<file path="config.mk">
export PLATFORM = sky130hd
export DESIGN_NAME = fatcw_regs
export DESIGN_NICKNAME = d
export VERILOG_FILES = /design/src/hdl/fatcw_pkg.sv /design/src/hdl/fatcw_regs.sv
export SDC_FILE = /design/constraint.sdc
export NUM_CORES = 1
export LEC_CHECK = 0
export BUFFER_PORTS_ARGS = -buffer_cell sky130_fd_sc_hd__buf_2
export CAP_MARGIN = 10
export CORE_MARGIN = 5
export CORE_UTILIZATION = 38
export CTS_CLUSTER_SIZE = 25
export DETAILED_ROUTE_END_ITERATION = 7
export PLACE_DENSITY_LB_ADDON = 0.25
export SLEW_MARGIN = 20
export SYNTH_ARGS = -nofsm -noshare
export SYNTH_HDL_FRONTEND = slang
export SYNTH_SLANG_ARGS = --single-unit
</file>
<file path="constraint.sdc">
create_clock -name i_clk -period 1.75 [get_ports i_clk]
set_input_delay 0.4375 -clock i_clk [delete_from_list [all_inputs] [get_ports i_clk]]
set_output_delay 0.4375 -clock i_clk [all_outputs]
set_load 0.05 [all_outputs]
</file>
<file path="src/hdl/fatcw_pkg.sv">
// shared types and constants for the fat cluster chain walker
package fatcw_pkg;

    localparam int unsigned FAT_BYTES_DEF = 65536;
    localparam int unsigned MAX_RUN_DEF   = 64;

    localparam logic [2:0] REG_BPS   = 3'd0;
    localparam logic [2:0] REG_SPC   = 3'd1;
    localparam logic [2:0] REG_RSV   = 3'd2;
    localparam logic [2:0] REG_NFAT  = 3'd3;
    localparam logic [2:0] REG_ROOT  = 3'd4;
    localparam logic [2:0] REG_TOTAL = 3'd5;
    localparam logic [2:0] REG_FATSZ = 3'd6;

    typedef enum logic [1:0] {
        KIND_FAT12 = 2'd0,
        KIND_FAT16 = 2'd1,
        KIND_FAT32 = 2'd2
    } t_kind;

    typedef enum logic [1:0] {
        ST_OK    = 2'd0,
        ST_TRUNC = 2'd1,
        ST_LOW   = 2'd2,
        ST_RANGE = 2'd3
    } t_status;

    localparam logic [27:0] EOF12 = 28'h0000FFF;
    localparam logic [27:0] EOF16 = 28'h000FFFF;
    localparam logic [27:0] EOF32 = 28'hFFFFFFF;
    localparam logic [63:0] LIM16 = 64'd4085;
    localparam logic [63:0] LIM32 = 64'd65525;

    typedef enum logic [4:0] {
        S_IDLE,
        S_G_ROOT,
        S_G_DIV,
        S_G_MUL,
        S_G_OVH,
        S_G_SUB,
        S_G_KIND,
        S_CHECK,
        S_MUL,
        S_RD0,
        S_RD1,
        S_RD2,
        S_RD3,
        S_RD4,
        S_NEXT,
        S_OUT
    } t_state;

    // geometry registers as seen by the walker
    typedef struct packed {
        logic [12:0] bps;
        logic [7:0]  spc;
        logic [15:0] rsv;
        logic [7:0]  nfat;
        logic [15:0] root;
        logic [31:0] total;
        logic [31:0] fatsz;
    } t_geom;

endpackage

</file>
<file path="src/hdl/fatcw_regs.sv">
// configuration register file; flags each accepted write so the geometry can be marked stale
module fatcw_regs (
    input  logic                 i_clk,
    input  logic                 i_rst_n,
    input  logic                 i_cfg_valid,
    input  logic [2:0]           i_cfg_index,
    input  logic [31:0]          i_cfg_data,
    output fatcw_pkg::t_geom     o_geom,
    output logic                 o_cfg_write
);
    import fatcw_pkg::*;

    t_geom r_geom;

    assign o_geom      = r_geom;
    assign o_cfg_write = i_cfg_valid;

    always_ff @(posedge i_clk) begin
        if (!i_rst_n) begin
            r_geom.bps   <= 13'd512;
            r_geom.spc   <= 8'd1;
            r_geom.rsv   <= 16'd1;
            r_geom.nfat  <= 8'd2;
            r_geom.root  <= 16'd224;
            r_geom.total <= 32'd2880;
            r_geom.fatsz <= 32'd9;
        end else if (i_cfg_valid) begin
            unique case (i_cfg_index)
                REG_BPS:   r_geom.bps   <= i_cfg_data[12:0];
                REG_SPC:   r_geom.spc   <= i_cfg_data[7:0];
                REG_RSV:   r_geom.rsv   <= i_cfg_data[15:0];
                REG_NFAT:  r_geom.nfat  <= i_cfg_data[7:0];
                REG_ROOT:  r_geom.root  <= i_cfg_data[15:0];
                REG_TOTAL: r_geom.total <= i_cfg_data;
                REG_FATSZ: r_geom.fatsz <= i_cfg_data;
                default: ;
            endcase
        end
    end
endmodule

</file>
==> metrics.md, run 1 <==
| Metric | Value |
|---|---|
| Sequential cell area fraction in the yosys report | `52.98%` |
| Tightest hold margin | `0.2965 ns` |
| Vias after detailed routing | `3819` |
| CTS root buffer | `clkbuf_16` |
| Outcome | `complete, no violations` |
| Post-synthesis sequential element count | `125` |
| Total placed cells including tap cells | `787` |
| Skew-Pair Late Insertion Delay | `0.40 ns` |
| Synth cell count leaders | `nand2_1 (144), dfxtp_1 (125), mux2i_1 (125), nor2b_1 (22), clkbuf_1 (21)` |
| Largest register FFs | `125` |
| Cells along the critical path | `buf_2` |
| Number of buffers inserted by port buffering | `163` |
| Portion of synthesized cell area occupied by the leading cell type | `52.98%` |
| Die height | `121.5 um` |
| Horizontal die dimension | `121.5 um` |
| Synth area leader | `dfxtp_1` |
| Final WL | `12.75 mm` |
| Cell with the largest stage delay on the worst path | `dfxtp_1` |
| Row cnt | `40` |
| Pin count of the biggest net entering global routing | `48` |
| Nature of the critical path startpoint | `flip-flop` |
| Dominant register cell in the synthesized netlist | `dfxtp_1` |
| Count leader, synth | `nand2_1` |
| Cell area after synthesis | `0.004723 mm^2` |
| Part of the cycle the worst path needs | `84.92%` |
| Synth Net Count | `501` |
| Cell depth of the worst setup path | `1` |
| Maximum fanout encountered on the critical timing path | `2` |
| Highest achievable clock rate | `672.9 MHz` |
| Total global routing track utilization | `17.42%` |
| Resize count post-CTS | `0` |
| Number of antenna violations at the first check in global routing | `0` |
| Total half-perimeter wirelength after legalization and detailed placement | `9.121 mm` |
| Count of clock tree sinks | `125` |
| Number of buffers added by the clock tree synthesis step | `17` |
| Type of the setup path with the least slack | `flip-flop to output port` |
| Hold_buf cts | `0` |
| Setup clock skew after layout | `0 ns` |
| First-pass GRT wire length | `20.08 mm` |
| Sum Neg Setup Slack | `0 ns` |
| Post-CTS Repair Setup Buffers | `0` |
| Count of pins on the block boundary | `164` |
| Average wire per cell in the routed design | `15.56 um` |
| Hold Fails Final Rpt | `0` |
| RePlAce Congestion | `0.8050` |
| Proportion of synthesized flip-flops having asynchronous set or reset | `0%` |
| Leading post-synthesis cells by cell area | `dfxtp_1 (53%), mux2i_1 (26%), nand2_1 (11%), nor2b_1 (2.9%), clkbuf_1 (1.7%)` |
| Drt first-iter violations | `164` |
| Max-cap violations | `0` |
| Clock tree from TritonCTS | `yes` |
| P_leak | `3.307 nW` |
| Post-synthesis average cell area | `10.20 um^2` |
| Hold Path Stages | `3` |
| Share of layout cells above drive strength 1 | `34.56%` |
| Residual DRC | `0` |
| Endpoint class of the critical path | `output port` |
| Area of the die | `0.01476 mm^2` |
| Max Root-Sink Buffers | `2` |
| Maximum VDD drop | `0.0005621 V` |
| Warnings, synthesis | `0` |
| Min-Delay Path Class | `primary input to flip-flop` |
| Maximum single-stage delay on the critical path | `0.36 ns` |
| Overflow left after global routing | `0` |
| Post-Syn Instances | `463` |
| Via density per instance | `4.663` |
| Count of final max-slew check failures | `0` |
| Relative max-transition margin | `74.66%` |
| Unrepaired setup endpoints after global routing | `false` |
| CTS H-tree depth | `4` |
| Number of flops mapped to enable cells by yosys | `0` |
| Number of nets at the end of the flow | `676` |
| Power per standard cell area | `1118 mW/mm^2` |
| Diodes inserted | `0` |
| Area delta synth->final | `36.58%` |
| Vias in the first global route | `3917` |
| Remaining antenna violation count | `0` |
| Arrival time at the worst endpoint | `1.05 ns` |
| Crit path time final | `1.486 ns` |
| Required time at the worst-slack endpoint | `1.31 ns` |
| Slew at the pin closest to its max-slew limit | `0.3802 ns` |
| Crit path max-delay family | `flip-flops` |
| Filler-free cell count of the finished design | `819` |
| Initial core utilization | `39.00%` |
| Reg2Reg Depth | `2` |
| Core area | `0.01211 mm^2` |
| Number of endpoints failing setup at the final stage | `0` |
| Register clock-pin slew on the reported worst setup and hold paths | `0.05 ns` |
| Pre-Repair DR Iteration Count | `6` |
| Synth unique cells | `15` |
| Crit path buf inv count | `1` |
routing by layer:
layer / GRT usage (%) / part of all wire, % / vias to the layer above
met1: 21.73 / 45 / 1796
met4: 6.303 / 1.4 / 0
met3: 6.294 / 7.0 / 14
met5: 0 / 0 / -
li1: - / - / 1884
met2: 27.63 / 46 / 125
cell families (layout without fill, tap and decap cells):
| logic type | count (synthesis) | after routing | share of synthesized area [%] |
|---|---|---|---|
| DFF | 125 | 125 | 52.98 |
| buffers and inverters | 37 | 225 | 4.053 |
| and+or+nand+nor | 176 | 176 | 16.48 |
| muxes | 125 | 125 | 26.49 |
placed cells by master, fill, tap and decap left out:
master      instances
and4b_1             2
and4bb_2            1
buf_12              3
buf_2             162
buf_4              28
bufinv_16           4
clkbuf_1            3
clkbuf_16          17
clkinv_2            4
clkinvlp_4          4
dfxtp_1           125
mux2i_1           125
nand2_1           144
nand4b_1            3
nand4bb_1           1
nor2b_1            22
nor4bb_2            1
nor4bb_4            1
or4b_1              1
area by class of cell:
type | count | area, um^2
Fill cell | 1124 | 5660
Sequential cell | 125 | 2502
Multi-Input combinational cell | 301 | 2051
Timing Repair Buffer | 193 | 1081
Clock buffer | 20 | 436.7
Tap cell | 168 | 210.2
Clock inverter | 12 | 170.2
stage by stage:
| step | instance area [um^2] | power (W) | util (%) | worst slack [ns] |
|---|---|---|---|---|
| 4_1_cts | 6451 | 0.007277 | 53.26 | 0.2543 |
| 5_1_grt | 6451 | 0.007462 | 53.26 | 0.2270 |
| 2_1_floorplan | 4723 | 0.003446 | - | 0.1558 |
| 6_report | 6451 | 0.007211 | 53.26 | 0.2639 |
| 3_5_place_dp | 5844 | 0.003655 | 48.25 | 0.1067 |
| 3_3_place_gp | 5844 | 0.003643 | 48.25 | 0.1338 |
final timing paths:
check | endpoint | startpoint | slack [ns]
hold / removal | o_geom[21] | i_cfg_data[21] | 0.30
setup reg to reg | o_geom[0] | o_geom[0] | 1.12
setup / recovery | o_geom[118] | o_geom[118] | 0.26
hold reg to reg | o_geom[78] | o_geom[78] | 0.45
power breakdown:
group	internal [W]	switching, W
clock	0.00237	0.00125
combinational	0.000199	0.000449
sequential	0.00291	0.0000325
total	0.00548	0.00173
Note: power is estimated with default switching activity, not from simulation.
==> run 2: changes to the inputs <==
- ABC_AREA: not set -> 1
- clock period: 1.75 -> 1.25 ns (I/O delays scaled with it)
==> run 2 against run 1 <==
Effect of this change:
- register-to-register slack worse by 0.58 ns
- global-route usage increased by 3.6 points
- die area increased by 5.5%
- wire length up 31%
- core utilization up 8.3 points
- highest routed layer unchanged
==> metrics.md, run 2 <==
| Metric | Value |
|---|---|
| Die height | `124.8 um (+2.7%)` |
| Crit path time final | `1.248 ns` |
| Share of layout cells above drive strength 1 | `40.15% (+5.6 points)` |
| Portion of synthesized cell area occupied by the leading cell type | `49.96% (-3.0 points)` |
| Leading post-synthesis cells by cell area | `dfxtp_1 (50%), nor2_1 (17%), nand3_1 (12%), nand2_1 (11%), inv_1 (2.7%)` |
| Area share of fa/ha/maj cells after synthesis | `0% (unchanged)` |
| Dominant register cell in the synthesized netlist | `dfxtp_1` |
| Drt first-iter violations | `277 (+69%)` |
| Number of buffers added by the clock tree synthesis step | `17 (unchanged)` |
| Highest-count cells in the layout ignoring fill and taps | `nor2_1 (227), nand2_1 (148), nand3_1 (125)` |
| Endpoint class of the critical path | `output port` |
| Type of the setup path with the least slack | `flip-flop to output port` |
| CTS root buffer | `clkbuf_16` |
| Vias in the first global route | `4833 (+23%)` |
| Reg2Reg Depth | `3 (+1)` |
| Via density per instance | `4.774 (+2.4%)` |
| Row cnt | `42 (+5.0%)` |
| Maximum VDD drop | `0.0008554 V (+52%)` |
| Register clock-pin slew on the reported worst setup and hold paths | `0.06 ns (about the same)` |
| Maximum fanout encountered on the critical timing path | `2 (unchanged)` |
| Post-Syn Instances | `719 (+55%)` |
| Overflow left after global routing | `0 (unchanged)` |
| Unrepaired setup endpoints after global routing | `true` |
| Post-synthesis sequential element count | `125 (unchanged)` |
| Final WL | `16.65 mm (+31%)` |
| Number of antenna violations at the first check in global routing | `0 (unchanged)` |
| Count leader, synth | `nor2_1` |
| Sequential cell area | `0.002664 mm^2 (+6.4%)` |
| Combinational family with the most area after synthesis | `simple AND/OR/NAND/NOR gates` |
| Largest register FFs | `125 (unchanged)` |
| Cell with the largest stage delay on the worst path | `dfxtp_2` |
| Maximum single-stage delay on the critical path | `0.37 ns (about the same)` |
| Crit path buf inv count | `1 (unchanged)` |
| Setup clock skew after layout | `0 ns (unchanged)` |
| Synth Net Count | `757 (+51%)` |
| Area of combinational cells with multiple inputs | `0.002120 mm^2 (+3.4%)` |
| Pre-Repair DR Iteration Count | `4 (-2)` |
| Total global routing track utilization | `21.06% (+3.6 points)` |
| CTS H-tree depth | `4 (unchanged)` |
| First-pass GRT wire length | `25.88 mm (+29%)` |
| Area delta synth->final | `60.95%` |
| Cell area after synthesis | `0.005009 mm^2 (+6.0%)` |
| Number of nets at the end of the flow | `929 (+37%)` |
| Count of clock tree sinks | `125 (unchanged)` |
| Residual DRC | `0 (unchanged)` |
| XOR/XNOR Fraction of Synth Area | `0% (unchanged)` |
| Cell depth of the worst setup path | `1 (unchanged)` |
| Sum Neg Setup Slack | `0 ns (unchanged)` |
| Core area | `0.01309 mm^2 (+8.0%)` |
| Post-layout total power | `0.01105 W (+53%)` |
| Total half-perimeter wirelength after legalization and detailed placement | `10.97 mm (+20%)` |
| Cells along the critical path | `buf_8` |
| Pin count of the biggest net entering global routing | `40 (-17%)` |
| P_leak | `3.690 nW (+12%)` |
| Horizontal die dimension | `124.8 um (+2.7%)` |
| Diodes inserted | `0 (unchanged)` |
| Number of flops mapped to enable cells by yosys | `0 (unchanged)` |
| Synth area leader | `dfxtp_1` |
| Simple-Gate Fraction of Synth Area | `42.02% (+26 points)` |
| Sequential cell area fraction in the yosys report | `49.96% (-3.0 points)` |
| Min-Delay Path Class | `primary input to flip-flop` |
| Capturing point of the worst reg2reg path | `o_geom[82]` |
| Multiplexer share of the synthesized area | `0% (-26 points)` |
| Synth unique cells | `15 (unchanged)` |
| Average wire per cell in the routed design | `15.42 um (-0.93%)` |
| Remaining antenna violation count | `0 (unchanged)` |
| Part of the cycle the worst path needs | `99.86%` |
| Commonest non-fill, non-tap cell in the layout | `nor2_1` |
| Post-synthesis average cell area | `6.966 um^2 (-32%)` |
| Number of endpoints failing setup at the final stage | `0 (unchanged)` |
| Max Root-Sink Buffers | `2 (unchanged)` |
| First element of the critical path | `o_geom[112]` |
| Number of buffers inserted by port buffering | `163 (unchanged)` |
| Slew at the pin closest to its max-slew limit | `0.5784 ns (+0.1982 ns)` |
| Initial core utilization | `38.28% (-0.72 points)` |
| Filler-free cell count of the finished design | `1080 (+32%)` |
| Total placed cells including tap cells | `1045 (+33%)` |
| Number of filler cells placed in the layout | `1161 (+3.3%)` |
| Skew-Pair Late Insertion Delay | `0.41 ns (about the same)` |
| Core Util, Final | `61.61% (+8.3 points)` |
| Slack of the worst reg-to-reg path | `0.54 ns (-0.58 ns)` |
| Relative max-transition margin | `61.30% (-13 points)` |
| Clock tree from TritonCTS | `yes` |
| Proportion of synthesized flip-flops having asynchronous set or reset | `0% (unchanged)` |
| Count of pins on the block boundary | `164 (unchanged)` |
| Power per standard cell area | `1370 mW/mm^2 (+23%)` |
| Worst setup path endpoint | `o_geom[112]` |
| Area fraction in compound gates after synthesis | `0.09993% (+0.10 points)` |
| Synth cell count leaders | `nor2_1 (227), nand2_1 (148), dfxtp_1 (125), nand3_1 (125), inv_1 (36)` |
| Hold Fails Final Rpt | `0 (unchanged)` |
| Vias after detailed routing | `5156 (+35%)` |
| Area of the die | `0.01558 mm^2 (+5.5%)` |
| Required time at the worst-slack endpoint | `0.94 ns (-0.37 ns)` |
| Max-cap violations | `0 (unchanged)` |
| Highest achievable clock rate | `801.1 MHz` |
| Nature of the critical path startpoint | `flip-flop` |
| Worst reg2reg startpoint | `o_geom[82]` |
| Warnings, synthesis | `0 (unchanged)` |
| Count of final max-slew check failures | `0 (unchanged)` |
| RePlAce Congestion | `0.8091 (+0.51%)` |
| Arrival time at the worst endpoint | `0.94 ns (-0.11 ns)` |
| Crit path max-delay family | `flip-flops` |
| Tightest hold margin | `0.1190 ns (-0.1775 ns)` |
| Outcome | `complete, no violations` |
==> run 2: how the worst min path moves through the flow <==
stage	from	endpoint	slack, ns	depth (start not counted)
floorplan	i_cfg_data[0]	o_geom[104]	0.43	2
global placement	o_geom[41]	o_geom[41]	0.44	2
finish	i_cfg_data[7]	o_geom[71]	0.12	3
CTS	i_cfg_data[7]	o_geom[71]	0.1	3
global route	i_cfg_data[7]	o_geom[71]	0.12	3
detailed placement	o_geom[40]	o_geom[40]	0.44	2
==> run 2: power by group <==
group	leakage [nW]	total, W	internal [W]	switching, W
Sequential	1.06	0.00427	0.00415	0.000117
Clock	0.295	0.00503	0.00328	0.00175
Combinational	2.33	0.00174	0.000647	0.00110
==> run 2: stage by stage <==
step | area [um^2] | worst slack [ns]
after floorplan | 5009 | 0.1241
after detailed placement | 6264 | -0.1576
after global placement | 6264 | -0.1126
after global routing | 8061 | -0.02181
final | 8061 | 0.001784
after CTS | 7764 | -0.002828
==> run 2: kinds of logic (layout without fill, tap and decap cells) <==
logic type             count (synthesis)  after routing
AO/OA/AOI/OAI                          1              1
AND/OR/NAND/NOR                      509            509
flip-flops                           125            125
buffers and inverters                 84            269
==> run 2: cell type report <==
class / count / area share, %
Clock buffer: 25 / 6.022
Clock inverter: 7 / 1.366
Inverter: 38 / 1.769
Multi-Input combinational cell: 510 / 26.29
Sequential cell: 125 / 33.04
Tap cell: 176 / 2.732
Timing Repair Buffer: 199 / 28.78
==> run 2: layer usage <==
metal  up-vias  share of wire, %  track usage [%]
met1      2358                44            26.63
li1       2573                 -                -
met5         -                 0                0
met3        29               9.1            8.533
met2       196                45            32.86
met4         0               2.0            6.641
==> run 2: repair_timing <==
item	in CTS	in global routing
buffers inserted	0	3
setup endpoints to repair	125	97
cloned	0	0
gates resized for setup	341	99
endpoints found under the hold margin	0	0
hold buffers	0	0
